## src/design/f2p_pkg.sv

```systemverilog
// shared types and constants for the float to pcm16 converter
package f2p_pkg;

    localparam logic [15:0] POS_SCALE = 16'd32767;
    localparam logic [16:0] NEG_SCALE = 17'd32768;
    localparam logic [7:0]  EXP_ONE   = 8'd127;
    localparam logic [7:0]  EXP_MAX   = 8'hFF;
    localparam logic [7:0]  SHIFT_BASE = 8'd150;
    localparam logic [7:0]  SHIFT_LIM  = 8'd40;

    // stage one result: decoded operand
    typedef struct packed {
        logic        neg;
        logic        zero;    // nan or shift out of range
        logic        sat;     // magnitude one or more
        logic [23:0] mant;
        logic [5:0]  shift;
        logic [15:0] idx;
        logic        last;
    } f2p_dec_t;

    // stage two result: scaled product
    typedef struct packed {
        logic        neg;
        logic        zero;
        logic        sat;
        logic [39:0] prod;
        logic [5:0]  shift;
        logic [15:0] idx;
        logic        last;
    } f2p_mul_t;

endpackage

```

## src/design/float_to_pcm16_clip_top.sv

```systemverilog
// top level of the float32 to pcm16 sample converter
//
// input channel: in_valid/in_ready with mix_sample (ieee single bits),
// sample_index and last_in_run. output channel: out_valid/out_ready with
// pcm_sample, write_index and last_out.
// each word is clamped to -1.0 .. 1.0, scaled by 32767 (positive) or
// 32768 (negative) and truncated toward zero; nan gives 0.
// an accepted word passes three register stages before it is offered at the
// output: decode, 24x17 multiply, shift and sign. throughput is one word per
// cycle while out_ready stays high, set by the three register stages each
// taking a new word every cycle unless the output stalls.
// reset empties the pipeline; out_valid is low after reset.
// when the receiver holds out_ready low, the stages fill and in_ready
// drops only once every stage holds a word; nothing is lost or repeated.
module float_to_pcm16_clip_top (
    input  logic               clk,
    input  logic               rst_n,
    input  logic               in_valid,
    output logic               in_ready,
    input  logic [31:0]        mix_sample,
    input  logic [15:0]        sample_index,
    input  logic               last_in_run,
    output logic               out_valid,
    input  logic               out_ready,
    output logic signed [15:0] pcm_sample,
    output logic [15:0]        write_index,
    output logic               last_out
);
    logic [15:0] pcm_bits;

    f2p_pipe u_pipe (
        .clk       (clk),
        .rst_n     (rst_n),
        .in_valid  (in_valid),
        .in_ready  (in_ready),
        .in_bits   (mix_sample),
        .in_idx    (sample_index),
        .in_last   (last_in_run),
        .out_valid (out_valid),
        .out_ready (out_ready),
        .out_pcm   (pcm_bits),
        .out_idx   (write_index),
        .out_last  (last_out)
    );

    assign pcm_sample = signed'(pcm_bits);

endmodule

```

## src/design/f2p_pipe.sv

```systemverilog
// three stage conversion datapath with stall-capable valid pipeline
module f2p_pipe (
    input  logic        clk,
    input  logic        rst_n,
    input  logic        in_valid,
    output logic        in_ready,
    input  logic [31:0] in_bits,
    input  logic [15:0] in_idx,
    input  logic        in_last,
    output logic        out_valid,
    input  logic        out_ready,
    output logic [15:0] out_pcm,
    output logic [15:0] out_idx,
    output logic        out_last
);
    import f2p_pkg::*;

    logic     v1_reg, v2_reg, v3_reg;
    f2p_dec_t d1_reg, d1_next;
    f2p_mul_t d2_reg, d2_next;
    logic [15:0] pcm3_reg, pcm3_next;
    logic [15:0] idx3_reg;
    logic        last3_reg;
    logic en1, en2, en3;

    logic [7:0]  expo, expo_eff, sh8;
    logic [22:0] frac;
    logic [16:0] scale;
    logic [16:0] scale3;
    logic [16:0] mag;
    logic [39:0] shifted;

    // a stage advances when it is empty or the one after moves
    assign en3 = !v3_reg || out_ready;
    assign en2 = !v2_reg || en3;
    assign en1 = !v1_reg || en2;
    assign in_ready = en1;

    always_comb
    begin
        expo     = in_bits[30:23];
        frac     = in_bits[22:0];
        expo_eff = (expo == 8'd0) ? 8'd1 : expo;
        sh8      = SHIFT_BASE - expo_eff;
        d1_next.neg   = in_bits[31];
        d1_next.sat   = (expo >= EXP_ONE) && !(expo == EXP_MAX && frac != 23'd0);
        d1_next.zero  = (expo == EXP_MAX && frac != 23'd0) ||
                        (expo < EXP_ONE && sh8 >= SHIFT_LIM);
        d1_next.mant  = {(expo != 8'd0), frac};
        d1_next.shift = sh8[5:0];
        d1_next.idx   = in_idx;
        d1_next.last  = in_last;
    end

    always_comb
    begin
        scale = d1_reg.neg ? NEG_SCALE : {1'b0, POS_SCALE};
        d2_next.neg   = d1_reg.neg;
        d2_next.zero  = d1_reg.zero;
        d2_next.sat   = d1_reg.sat;
        d2_next.prod  = {16'd0, d1_reg.mant} * {23'd0, scale};
        d2_next.shift = d1_reg.shift;
        d2_next.idx   = d1_reg.idx;
        d2_next.last  = d1_reg.last;
    end

    always_comb
    begin
        scale3  = d2_reg.neg ? NEG_SCALE : {1'b0, POS_SCALE};
        shifted = d2_reg.prod >> d2_reg.shift;
        priority if (d2_reg.zero)
            mag = 17'd0;
        else if (d2_reg.sat)
            mag = scale3;
        else
            mag = shifted[16:0];
        pcm3_next = d2_reg.neg ? 16'(-mag) : mag[15:0];
    end

    always_ff @(posedge clk or negedge rst_n)
    begin
        if (!rst_n)
        begin
            v1_reg <= 1'b0;
            v2_reg <= 1'b0;
            v3_reg <= 1'b0;
        end
        else
        begin
            if (en1) v1_reg <= in_valid;
            if (en2) v2_reg <= v1_reg;
            if (en3) v3_reg <= v2_reg;
        end
    end

    always_ff @(posedge clk)
    begin
        if (en1) d1_reg <= d1_next;
        if (en2) d2_reg <= d2_next;
        if (en3)
        begin
            pcm3_reg  <= pcm3_next;
            idx3_reg  <= d2_reg.idx;
            last3_reg <= d2_reg.last;
        end
    end

    assign out_valid = v3_reg;
    assign out_pcm   = pcm3_reg;
    assign out_idx   = idx3_reg;
    assign out_last  = last3_reg;

endmodule

```

## config.mk

```make
export PLATFORM = sky130hd
export DESIGN_NAME = float_to_pcm16_clip_top
export DESIGN_NICKNAME = d
export VERILOG_FILES = /design/src/design/f2p_pkg.sv /design/src/design/float_to_pcm16_clip_top.sv /design/src/design/f2p_pipe.sv
export SDC_FILE = /design/constraint.sdc
export NUM_CORES = 1
export LEC_CHECK = 0
export BUFFER_PORTS_ARGS = -buffer_cell sky130_fd_sc_hd__buf_4
export CORE_ASPECT_RATIO = 0.9
export CORE_UTILIZATION = 51
export DETAILED_ROUTE_END_ITERATION = 8
export GPL_TIMING_DRIVEN = 0
export PLACE_DENSITY_LB_ADDON = 0.08
export SYNTH_ARGS = -nofsm -noshare
export SYNTH_HDL_FRONTEND = slang
export SYNTH_SLANG_ARGS = --single-unit
```

## constraint.sdc

```tcl
create_clock -name clk -period 16 [get_ports clk]
set_input_delay 3.2 -clock clk [delete_from_list [all_inputs] [get_ports clk]]
set_output_delay 3.2 -clock clk [all_outputs]
set_load 0.01 [all_outputs]
```

==> run_results.csv, run 1 <==
group,metric,value,unit
yosys,synth_cell_types,69,
finish,largest_reg_flops,66,
detailed_routing,viasPerCell,5.436,
place,place_area,17290,sq um
finish,antenna_cells,0,
yosys,yosys-mux-area-fraction,8.959,%
detailed_routing,drc_errors,0,
detailed_routing,antenna_left,0,
timing,finalHoldWorstSlack,0.4089,ns
cts,clkLatencyLatePin,0.45,ns
cts,numCtsBuffers,17,
grt,first_global_vias,11123,
grt,grt_pass1_wl,58.90,mm
place,place_congestion,0.9503,
timing,clock.fmax,117.6,MHz
detailed_routing,wl_per_cell,18.65,um
yosys,synth_simple_gate_area_share,7.772,%
timing,tns,0,ns
place,numPortBuffers,87,
finish,final_layout_size_suffix_gt1_share,13.31,%
floorplan,die_h,170.1,um
grt,grt_max_degree,35,
detailed_routing,vias,10556,
yosys,syn-num-nets,1793,
finish,multi_input_area,10140,sq um
cts,cts_tree,"done",
timing,finClkSkew,0.02376,ns
detailed_routing,drtIter0Drc,567,
hold_path,hold_class,"flop to flop",
setup_path,end_kind,"flop",
yosys,yosys_warnings,0,
yosys,netlist_area,16020,sq um
yosys,synth_xor_area_share,3.335,%
yosys,async_reset_ff_share,1.974,%
grt,antenna_found_initial,0,
yosys,synth_seq_area_share,28.40,%
timing,period_share,53.17,%
floorplan,initial_core_util,51.82,%
timing,tightestPinTransition,1.073,ns
yosys,ys_seq_elements,152,
finish,regArea,4549,sq um
cts,cts-root-buf,"clkbuf_16",
yosys,avgSynthCellArea,11.38,sq um
yosys,synth-main-ff-cell,"edfxtp_1",
grt,groute.usage.overall,24.29,%
grt,overflow,0,
cts,clk_pin_slew_worst_paths,0.07,ns
yosys,synthAdderAreaFrac,35.87,%
cts,postCtsSetupBuffers,0,
setup_path,crit_type,"flop to flop",
finish,fin_nets,1905,
place,hpwlAfterDp,30.70,mm
finish,syn_to_final_growth,11.92,%
setup_path,crit_arrival,8.68,ns
setup_path,worstPathRequired,16.18,ns
timing,grt_setup_unrepaired,"false",
detailed_routing,dr.pass1.iters,5,
finish,stdcell_area,17930,sq um
finish,final_util,58.00,%
cts,holdBufCountCts,0,
floorplan,die_width,188.8,um
run_status,status,"complete, no violations",
run,maxCapViolCount,0,
yosys,synth_edf_count,149,
setup_path,worstPathMaxFanout,10,
cts,post_cts_resized,0,
yosys,synth_compound_area_share,7.295,%
timing,setup_violations,0,
timing,final_max_slew_viol_count,0,
detailed_routing,wl,36.22,mm
timing,relSlewSlack,28.31,%
floorplan,rows,61,
cts,htreeDepth,4,
floorplan,core_area,30910,sq um
finish,fillers,2623,
yosys,synthCells,1408,
floorplan,io_pins,88,
timing,hold_violations,0,
cts,cts.sinks,152,
cts,clockBufferDepth,2,
yosys,synth_top_family_by_area,"adder cells",
setup_path,cp-start-kind,"flop",
timing,layout_min_cycle_time,8.507,ns
floorplan,die-area,32120,sq um
-- cell type report --
class	count	share of cell area, %
multi-input cells	918	56.54
well taps	409	2.854
clock buffers	18	2.394
clock inverters	14	1.165
repair buffers	93	4.215
inverters	294	6.155
plain buffers	44	1.305
flip-flops and latches	152	25.38
-- worst max-delay path, cell delays in order (launching register included) --
cell       delay [ns]
edfxtp_1         0.45
clkbuf_1         0.52
clkbuf_1         0.56
buf_1            0.48
nor2_1           0.12
ha_1             0.38
inv_1            0.07
fa_1             0.48
inv_1            0.05
ha_1             0.18
fa_1             0.48
inv_1            0.05
fa_1             0.48
fa_1             0.49
inv_1            0.04
ha_1             0.34
a2111oi_0        0.39
o21ai_0          0.22
a41oi_1          0.48
o21ai_0          0.24
o21ai_0          0.66
a21oi_1          0.24
a31oi_1          0.46
o21ai_0          0.19
xor2_1           0.17
-- logic make-up (layout without fill, tap and decap cells) --
kind of cell | after synthesis | in the layout
buffers and inverters | 338 | 463
adder cells (fa/ha/maj) | 332 | 332
AND/OR/NAND/NOR | 258 | 258
AO/OA/AOI/OAI | 181 | 181
flip-flops | 152 | 152
multiplexers | 85 | 85
XOR/XNOR | 61 | 61
other | 1 | 1
-- cells in the mapped netlist, types with 7 or more instances --
master / number / share of area (%)
o21ai_0: 46 / 1.4
ha_1: 120 / 9.4
nor4_1: 7 / 0.27
o21a_1: 8 / 0.37
and3_1: 7 / 0.27
nand3_1: 18 / 0.56
clkbuf_1: 24 / 0.56
nand2b_1: 12 / 0.47
nor2_1: 43 / 1.0
fa_1: 212 / 26
edfxtp_1: 149 / 28
o21bai_1: 7 / 0.33
xor2_1: 18 / 0.98
nand4_1: 7 / 0.27
xnor2_1: 43 / 2.4
nand2_1: 113 / 2.6
a21o_1: 21 / 0.98
nor2b_1: 16 / 0.62
and2_1: 9 / 0.35
mux2i_1: 35 / 2.2
inv_1: 291 / 6.8
buf_2: 9 / 0.28
nor3_1: 7 / 0.22
a21oi_1: 44 / 1.4
mux4_2: 41 / 5.8
-- placed cells by master (no fill, tap or decap), types with 8 or more instances in the layout --
cell type and count:
inv_1 291, fa_1 212, edfxtp_1 149, ha_1 120
nand2_1 113, buf_4 88, o21ai_0 46, a21oi_1 44
xnor2_1 43, nor2_1 43, mux4_2 41, mux2i_1 35
clkbuf_1 25, a21o_1 21, xor2_1 18, nand3_1 18
clkbuf_16 17, nor2b_1 16, nand2b_1 11, and2_1 9
buf_2 9, o21a_1 8
-- metrics by stage --
step                      setup slack (ns)  std cells
final                                7.493       1942
after global routing                 6.862       1942
after CTS                            7.517       1942
after detailed placement             7.595       1910
after global placement               6.313       1904
after floorplan                      8.026       1408
-- per-layer routing --
metal | vias to the layer above | global-route usage, % | routed length [um]
met1 | 5332 | 33.58 | 16770
met5 | - | 0 | 0
met2 | 243 | 39.39 | 17030
met4 | 0 | 5.540 | 519
li1 | 4949 | - | -
met3 | 32 | 5.238 | 1903
-- path summary, 6_finish.rpt --
check                                   from           endpoint  slack (ns)  cells past startpoint
max                        u_pipe.d1_reg[49]  u_pipe.d2_reg[61]        7.49                     24
min                        u_pipe.d1_reg[18]  u_pipe.d2_reg[18]        0.41                      0
max reg2reg                u_pipe.d1_reg[49]  u_pipe.d2_reg[61]        7.49                     24
min reg2reg                u_pipe.d1_reg[18]  u_pipe.d2_reg[18]        0.41                      0
max in group asynchronous              rst_n      u_pipe.v2_reg       13.37                      1
min in group asynchronous              rst_n      u_pipe.v1_reg        2.54                      1
Power of run 1 is not shown: default switching activity piles up to over one toggle a cycle in this logic, so the estimate is an artifact.
==> run 2: changes to the inputs <==
clock period = 7.5 ns   (was 16 ns; I/O delays follow)
==> run_results.csv, run 2 (synthesis results as in run 1) <==
group,metric,value,unit
floorplan,io_pins,88,
setup_path,cp-start-kind,"flop",
finish,layout_commonest_cell,"inv_1",
finish,final_layout_size_suffix_gt1_share,15.17,%
finish,fin_nets,1908,
cts,holdBufCountCts,0,
setup_path,worstPathRequired,7.74,ns
finish,fillers,2634,
place,place_ws,-0.9048,ns
finish,antenna_cells,0,
setup_path,worstPathMaxFanout,10,
timing,hold_violations,0,
setup_path,crit_type,"flop to flop",
setup_path,slowest_stage,"fa_1",
hold_path,hold_class,"flop to flop",
floorplan,die-area,32120,sq um
timing,grt_setup_unrepaired,"false",
floorplan,die_h,170.1,um
setup_path,crit_arrival,7.36,ns
timing,setup_violations,0,
setup_path,cp_top_family,"adder cells",
detailed_routing,drc_errors,0,
place,hpwlAfterDp,30.70,mm
cts,clockBufferDepth,2,
setup_path,cp_common_cell,"fa_1",
detailed_routing,antenna_left,0,
place,place_area,17290,sq um
timing,period_share,94.95,%
timing,finalHoldWorstSlack,0.4092,ns
cts,cts-root-buf,"clkbuf_16",
cts,numCtsBuffers,17,
finish,final_cells,1945,
finish,multi_input_area,10200,sq um
place,place_congestion,0.9503,
floorplan,die_width,188.8,um
timing,finClkSkew,0.02388,ns
cts,clk_pin_slew_worst_paths,0.07,ns
timing,relSlewSlack,28.27,%
run_status,status,"complete, no violations",
detailed_routing,dr.pass1.iters,5,
detailed_routing,drtIter0Drc,614,
detailed_routing,viasPerCell,5.441,
setup_path,path_cells,"buf_12 -> inv_2 -> buf_4 -> nand2_1 -> fa_1 -> inv_1 -> fa_1 -> inv_1 -> fa_1 -> fa_1 -> inv_1 -> fa_1 -> inv_1 -> fa_1 -> inv_1 -> ha_1 -> and3_1 -> nand4_1 -> nor4b_2 -> o21ai_2 -> a31o_2 -> o22ai_1 -> o21ai_0 -> a211oi_1",
setup_path,critPathMaxStageDelay,0.61,ns
finish,stdcell_area,18040,sq um
timing,final_max_slew_viol_count,0,
place,dpl.cell_count,1910,
grt,groute.usage.overall,24.29,%
detailed_routing,wl_per_cell,18.64,um
cts,cts.sinks,152,
cts,cts_tree,"done",
setup_path,critPathBufInv,8,
grt,overflow,0,
grt,grt_max_degree,35,
timing,clock.fmax,140.4,MHz
finish,regArea,4549,sq um
grt,first_global_vias,11109,
floorplan,core_area,30910,sq um
finish,syn_to_final_growth,12.63,%
cts,clkLatencyLatePin,0.45,ns
floorplan,initial_core_util,51.82,%
timing,setup_ws,0.3786,ns
run,maxCapViolCount,0,
detailed_routing,wl,36.26,mm
finish,final_cell_mix,"inv_1, fa_1, edfxtp_1, ha_1, nand2_1",
place,numPortBuffers,87,
finish,largest_reg_flops,66,
timing,layout_min_cycle_time,7.121,ns
floorplan,rows,61,
grt,antenna_found_initial,0,
setup_path,end_kind,"flop",
timing,tightestPinTransition,1.073,ns
grt,grt_pass1_wl,58.88,mm
detailed_routing,vias,10583,
cts,htreeDepth,4,
run 2: cell count changes in the layout (fill, tap and decap cells not counted), moves of 2 or more:
cell	before	now
clkbuf_2	0	3
nor2b_1	16	11
o21ai_0	46	44
o21ai_2	0	2
inv_1	291	287
fa_1	212	210
clkbuf_1	25	22
nor2b_2	0	4
buf_4	88	92
buf_1	4	2
nand2_1	113	109
nand2_2	0	4
inv_2	3	6
fa_2	0	2
run 2: stage by stage:
step,TNS (ns),utilization [%]
6_report,0,58.37
3_5_place_dp,-9.514,55.94
3_3_place_gp,-9.627,55.59
5_1_grt,0,58.37
4_1_cts,0,58.13
2_1_floorplan,0,-
run 2: cell type report:
| cell class | count | area share [%] |
|---|---|---|
| Multi-Input combinational cell | 918 | 56.54 |
| Sequential cell | 152 | 25.21 |
| Inverter | 294 | 6.130 |
| Timing Repair Buffer | 97 | 4.424 |
| Tap cell | 409 | 2.836 |
| Clock buffer | 18 | 2.379 |
| Buffer | 43 | 1.318 |
| Clock inverter | 14 | 1.158 |
run 2: path summary, 6_finish.rpt:
check                           slack (ns)                 to               from  cells past startpoint
worst max-delay path                  0.38  u_pipe.d2_reg[62]  u_pipe.d1_reg[49]                     24
worst min-delay path                  0.41  u_pipe.d2_reg[18]  u_pipe.d1_reg[18]                      0
worst max register to register        0.38  u_pipe.d2_reg[62]  u_pipe.d1_reg[49]                     24
worst min register to register        0.41  u_pipe.d2_reg[18]  u_pipe.d1_reg[18]                      0
max in group asynchronous             6.56      u_pipe.v2_reg              rst_n                      1
min in group asynchronous             0.84      u_pipe.v1_reg              rst_n                      1
run 2: per-layer routing:
layer  up-vias  GRT usage, %  share of wire [%]
met2       215         39.35                 47
met3        32         5.238                4.8
met5         -             0                  0
li1       4951             -                  -
met4         0         5.540                1.4
met1      5385         33.61                 47
run 2: what timing repair did:
item / CTS / global route
cloned: 0 / 0
buffers inserted: 2 / 2
endpoints found under the setup margin: 21 / 11
pin swaps: 0 / 2
gates resized for setup: 8 / 25
Power of run 2 is left out for the same reason.
==> run 3: changes to the inputs <==
CELL_PAD_IN_SITES_DETAIL_PLACEMENT = 1   (was not set)
CELL_PAD_IN_SITES_GLOBAL_PLACEMENT = 1   (was not set)
CORE_UTILIZATION = 47   (was 51)
==> run_results.csv, run 3 (synthesis results as in run 1) <==
group,metric,value,unit
cts,holdBufCountCts,0,
timing,tns,0,ns
finish,antenna_cells,0,
run,maxCapViolCount,0,
floorplan,die_h,177.1,um
cts,clockBufferDepth,2,
detailed_routing,wl_per_cell,20.71,um
finish,final_cell_mix,"inv_1, fa_1, edfxtp_1, ha_1, nand2_1",
detailed_routing,wl,41.21,mm
cts,numCtsBuffers,17,
finish,final_layout_size_suffix_gt1_share,14.66,%
setup_path,crit_type,"flop to flop",
setup_path,r2r_end,"u_pipe.d2_reg[62]",
timing,finClkSkew,0.01549,ns
run_status,status,"complete, no violations",
floorplan,die_width,196.6,um
setup_path,slowest_stage,"fa_1",
grt,groute.usage.overall,25.63,%
timing,hold_violations,0,
setup_path,reg2reg_from,"u_pipe.d1_reg[49]",
grt,overflow,0,
setup_path,cp_common_cell,"fa_1",
setup_path,r2r_setup_slack,0.29,ns
place,numPortBuffers,87,
timing,setup_violations,0,
floorplan,io_pins,88,
cts,htreeDepth,4,
grt,grt_pass1_wl,66.90,mm
timing,final_max_slew_viol_count,0,
setup_path,cp_top_family,"adder cells",
hold_path,min-delay-start,"u_pipe.d1_reg[8]",
finish,multi_input_area,10190,sq um
place,hpwlAfterDp,34.78,mm
cts,cts.sinks,152,
finish,largest_reg_flops,66,
setup_path,worstPathRequired,7.76,ns
finish,layout_commonest_cell,"inv_1",
place,place_congestion,0.9211,
setup_path,cp-start-kind,"flop",
floorplan,rows,63,
cts,clk_pin_slew_worst_paths,0.07,ns
grt,grt_max_degree,35,
cts,cts-root-buf,"clkbuf_16",
grt,antenna_found_initial,0,
finish,fin_nets,1907,
timing,tightestPinTransition,0.9071,ns
timing,clock.fmax,138.7,MHz
setup_path,critPathMaxStageDelay,0.64,ns
timing,period_share,96.10,%
floorplan,die-area,34830,sq um
finish,syn_to_final_growth,12.55,%
grt,first_global_vias,12344,
setup_path,reg2reg_depth,23,
detailed_routing,viasPerCell,5.431,
timing,relSlewSlack,37.96,%
floorplan,initial_core_util,48.16,%
cts,cts_tree,"done",
hold_path,hold_class,"flop to flop",
finish,fillers,3558,
hold_path,worstHoldPathCells,0,
detailed_routing,vias,10808,
detailed_routing,drc_errors,0,
setup_path,worstPathMaxFanout,10,
hold_path,hold-path-endpoint,"u_pipe.d2_reg[8]",
cts,clkLatencyLatePin,0.45,ns
timing,layout_min_cycle_time,7.207,ns
finish,stdcell_area,18030,sq um
place,place_area,17360,sq um
timing,grt_setup_unrepaired,"false",
detailed_routing,drtIter0Drc,619,
detailed_routing,dr.pass1.iters,5,
setup_path,path_cells,"buf_4 -> inv_2 -> buf_4 -> nand2_1 -> fa_1 -> inv_1 -> fa_1 -> inv_1 -> fa_1 -> fa_1 -> inv_1 -> fa_1 -> fa_1 -> ha_1 -> a21o_1 -> a21o_1 -> a21oi_1 -> o21ai_0 -> o21ai_1 -> a31o_2 -> o22ai_2 -> o211a_1 -> a211oi_1",
detailed_routing,antenna_left,0,
setup_path,end_kind,"flop",
setup_path,critPathBufInv,6,
floorplan,core_area,33260,sq um
setup_path,crit_arrival,7.46,ns
finish,regArea,4549,sq um
==> run 3: through the flow <==
step	setup WS [ns]	util (%)	instances	hold WS, ns
3_5_place_dp	-1.083	52.19	1957	0.4057
2_1_floorplan	0.7643	-	1408	0.4003
3_3_place_gp	-1.004	51.83	1950	0.4007
6_report	0.2927	54.20	1990	0.4209
5_1_grt	0.003923	54.20	1990	0.4273
4_1_cts	0.02770	54.10	1990	0.4222
==> run 3: worst reg2reg max path: stages, from the launching register on <==
cell and delay [ns]:
edfxtp_1 0.36, buf_4 0.18, inv_2 0.21, buf_4 0.25
nand2_1 0.21, fa_1 0.64, inv_1 0.15, fa_1 0.57
inv_1 0.06, fa_1 0.49, fa_1 0.55, inv_1 0.05
fa_1 0.49, fa_1 0.41, ha_1 0.36, a21o_1 0.21
a21o_1 0.18, a21oi_1 0.20, o21ai_0 0.17, o21ai_1 0.42
a31o_2 0.26, o22ai_2 0.11, o211a_1 0.25, a211oi_1 0.23
==> run 3: how the worst max path moves through the flow <==
stage / start / endpoint / slack (ns) / cells past startpoint
final: u_pipe.d1_reg[49] / u_pipe.d2_reg[62] / 0.29 / 23
after global placement: u_pipe.d1_reg[49] / u_pipe.d2_reg[61] / -1.00 / 22
after CTS: u_pipe.d1_reg[49] / u_pipe.d2_reg[62] / 0.03 / 25
after floorplan: u_pipe.d1_reg[49] / u_pipe.d2_reg[61] / 0.76 / 22
after detailed placement: u_pipe.d1_reg[49] / u_pipe.d2_reg[61] / -1.08 / 24
after global routing: u_pipe.d1_reg[49] / u_pipe.d2_reg[61] / 0.004 / 22
==> run 3: timing repair <==
item,CTS,global route
hold endpoints to repair,0,0
buffers inserted,3,0
resized for setup,12,15
setup endpoints to repair,21,10
==> run 3: final cells by class <==
class	count	share of cell area (%)
clock inverter	11	0.7148
inverter	294	6.121
clock buffer	21	2.554
buffer	42	1.291
sequential	152	25.23
timing repair buffer	97	4.393
multi-input combinational	918	56.54
tap	455	3.158
==> run 3: metal layers <==
metal / GRT usage, % / vias to the layer above / part of all wire, % / wire [um]
li1: - / 4943 / - / -
met1: 34.62 / 5646 / 45 / 18650
met2: 43.13 / 183 / 49 / 20330
met3: 4.840 / 36 / 4.0 / 1646
met4: 5.523 / 0 / 1.4 / 578
met5: 0 / - / 0 / 0
Power of run 3 is left out for the same reason.
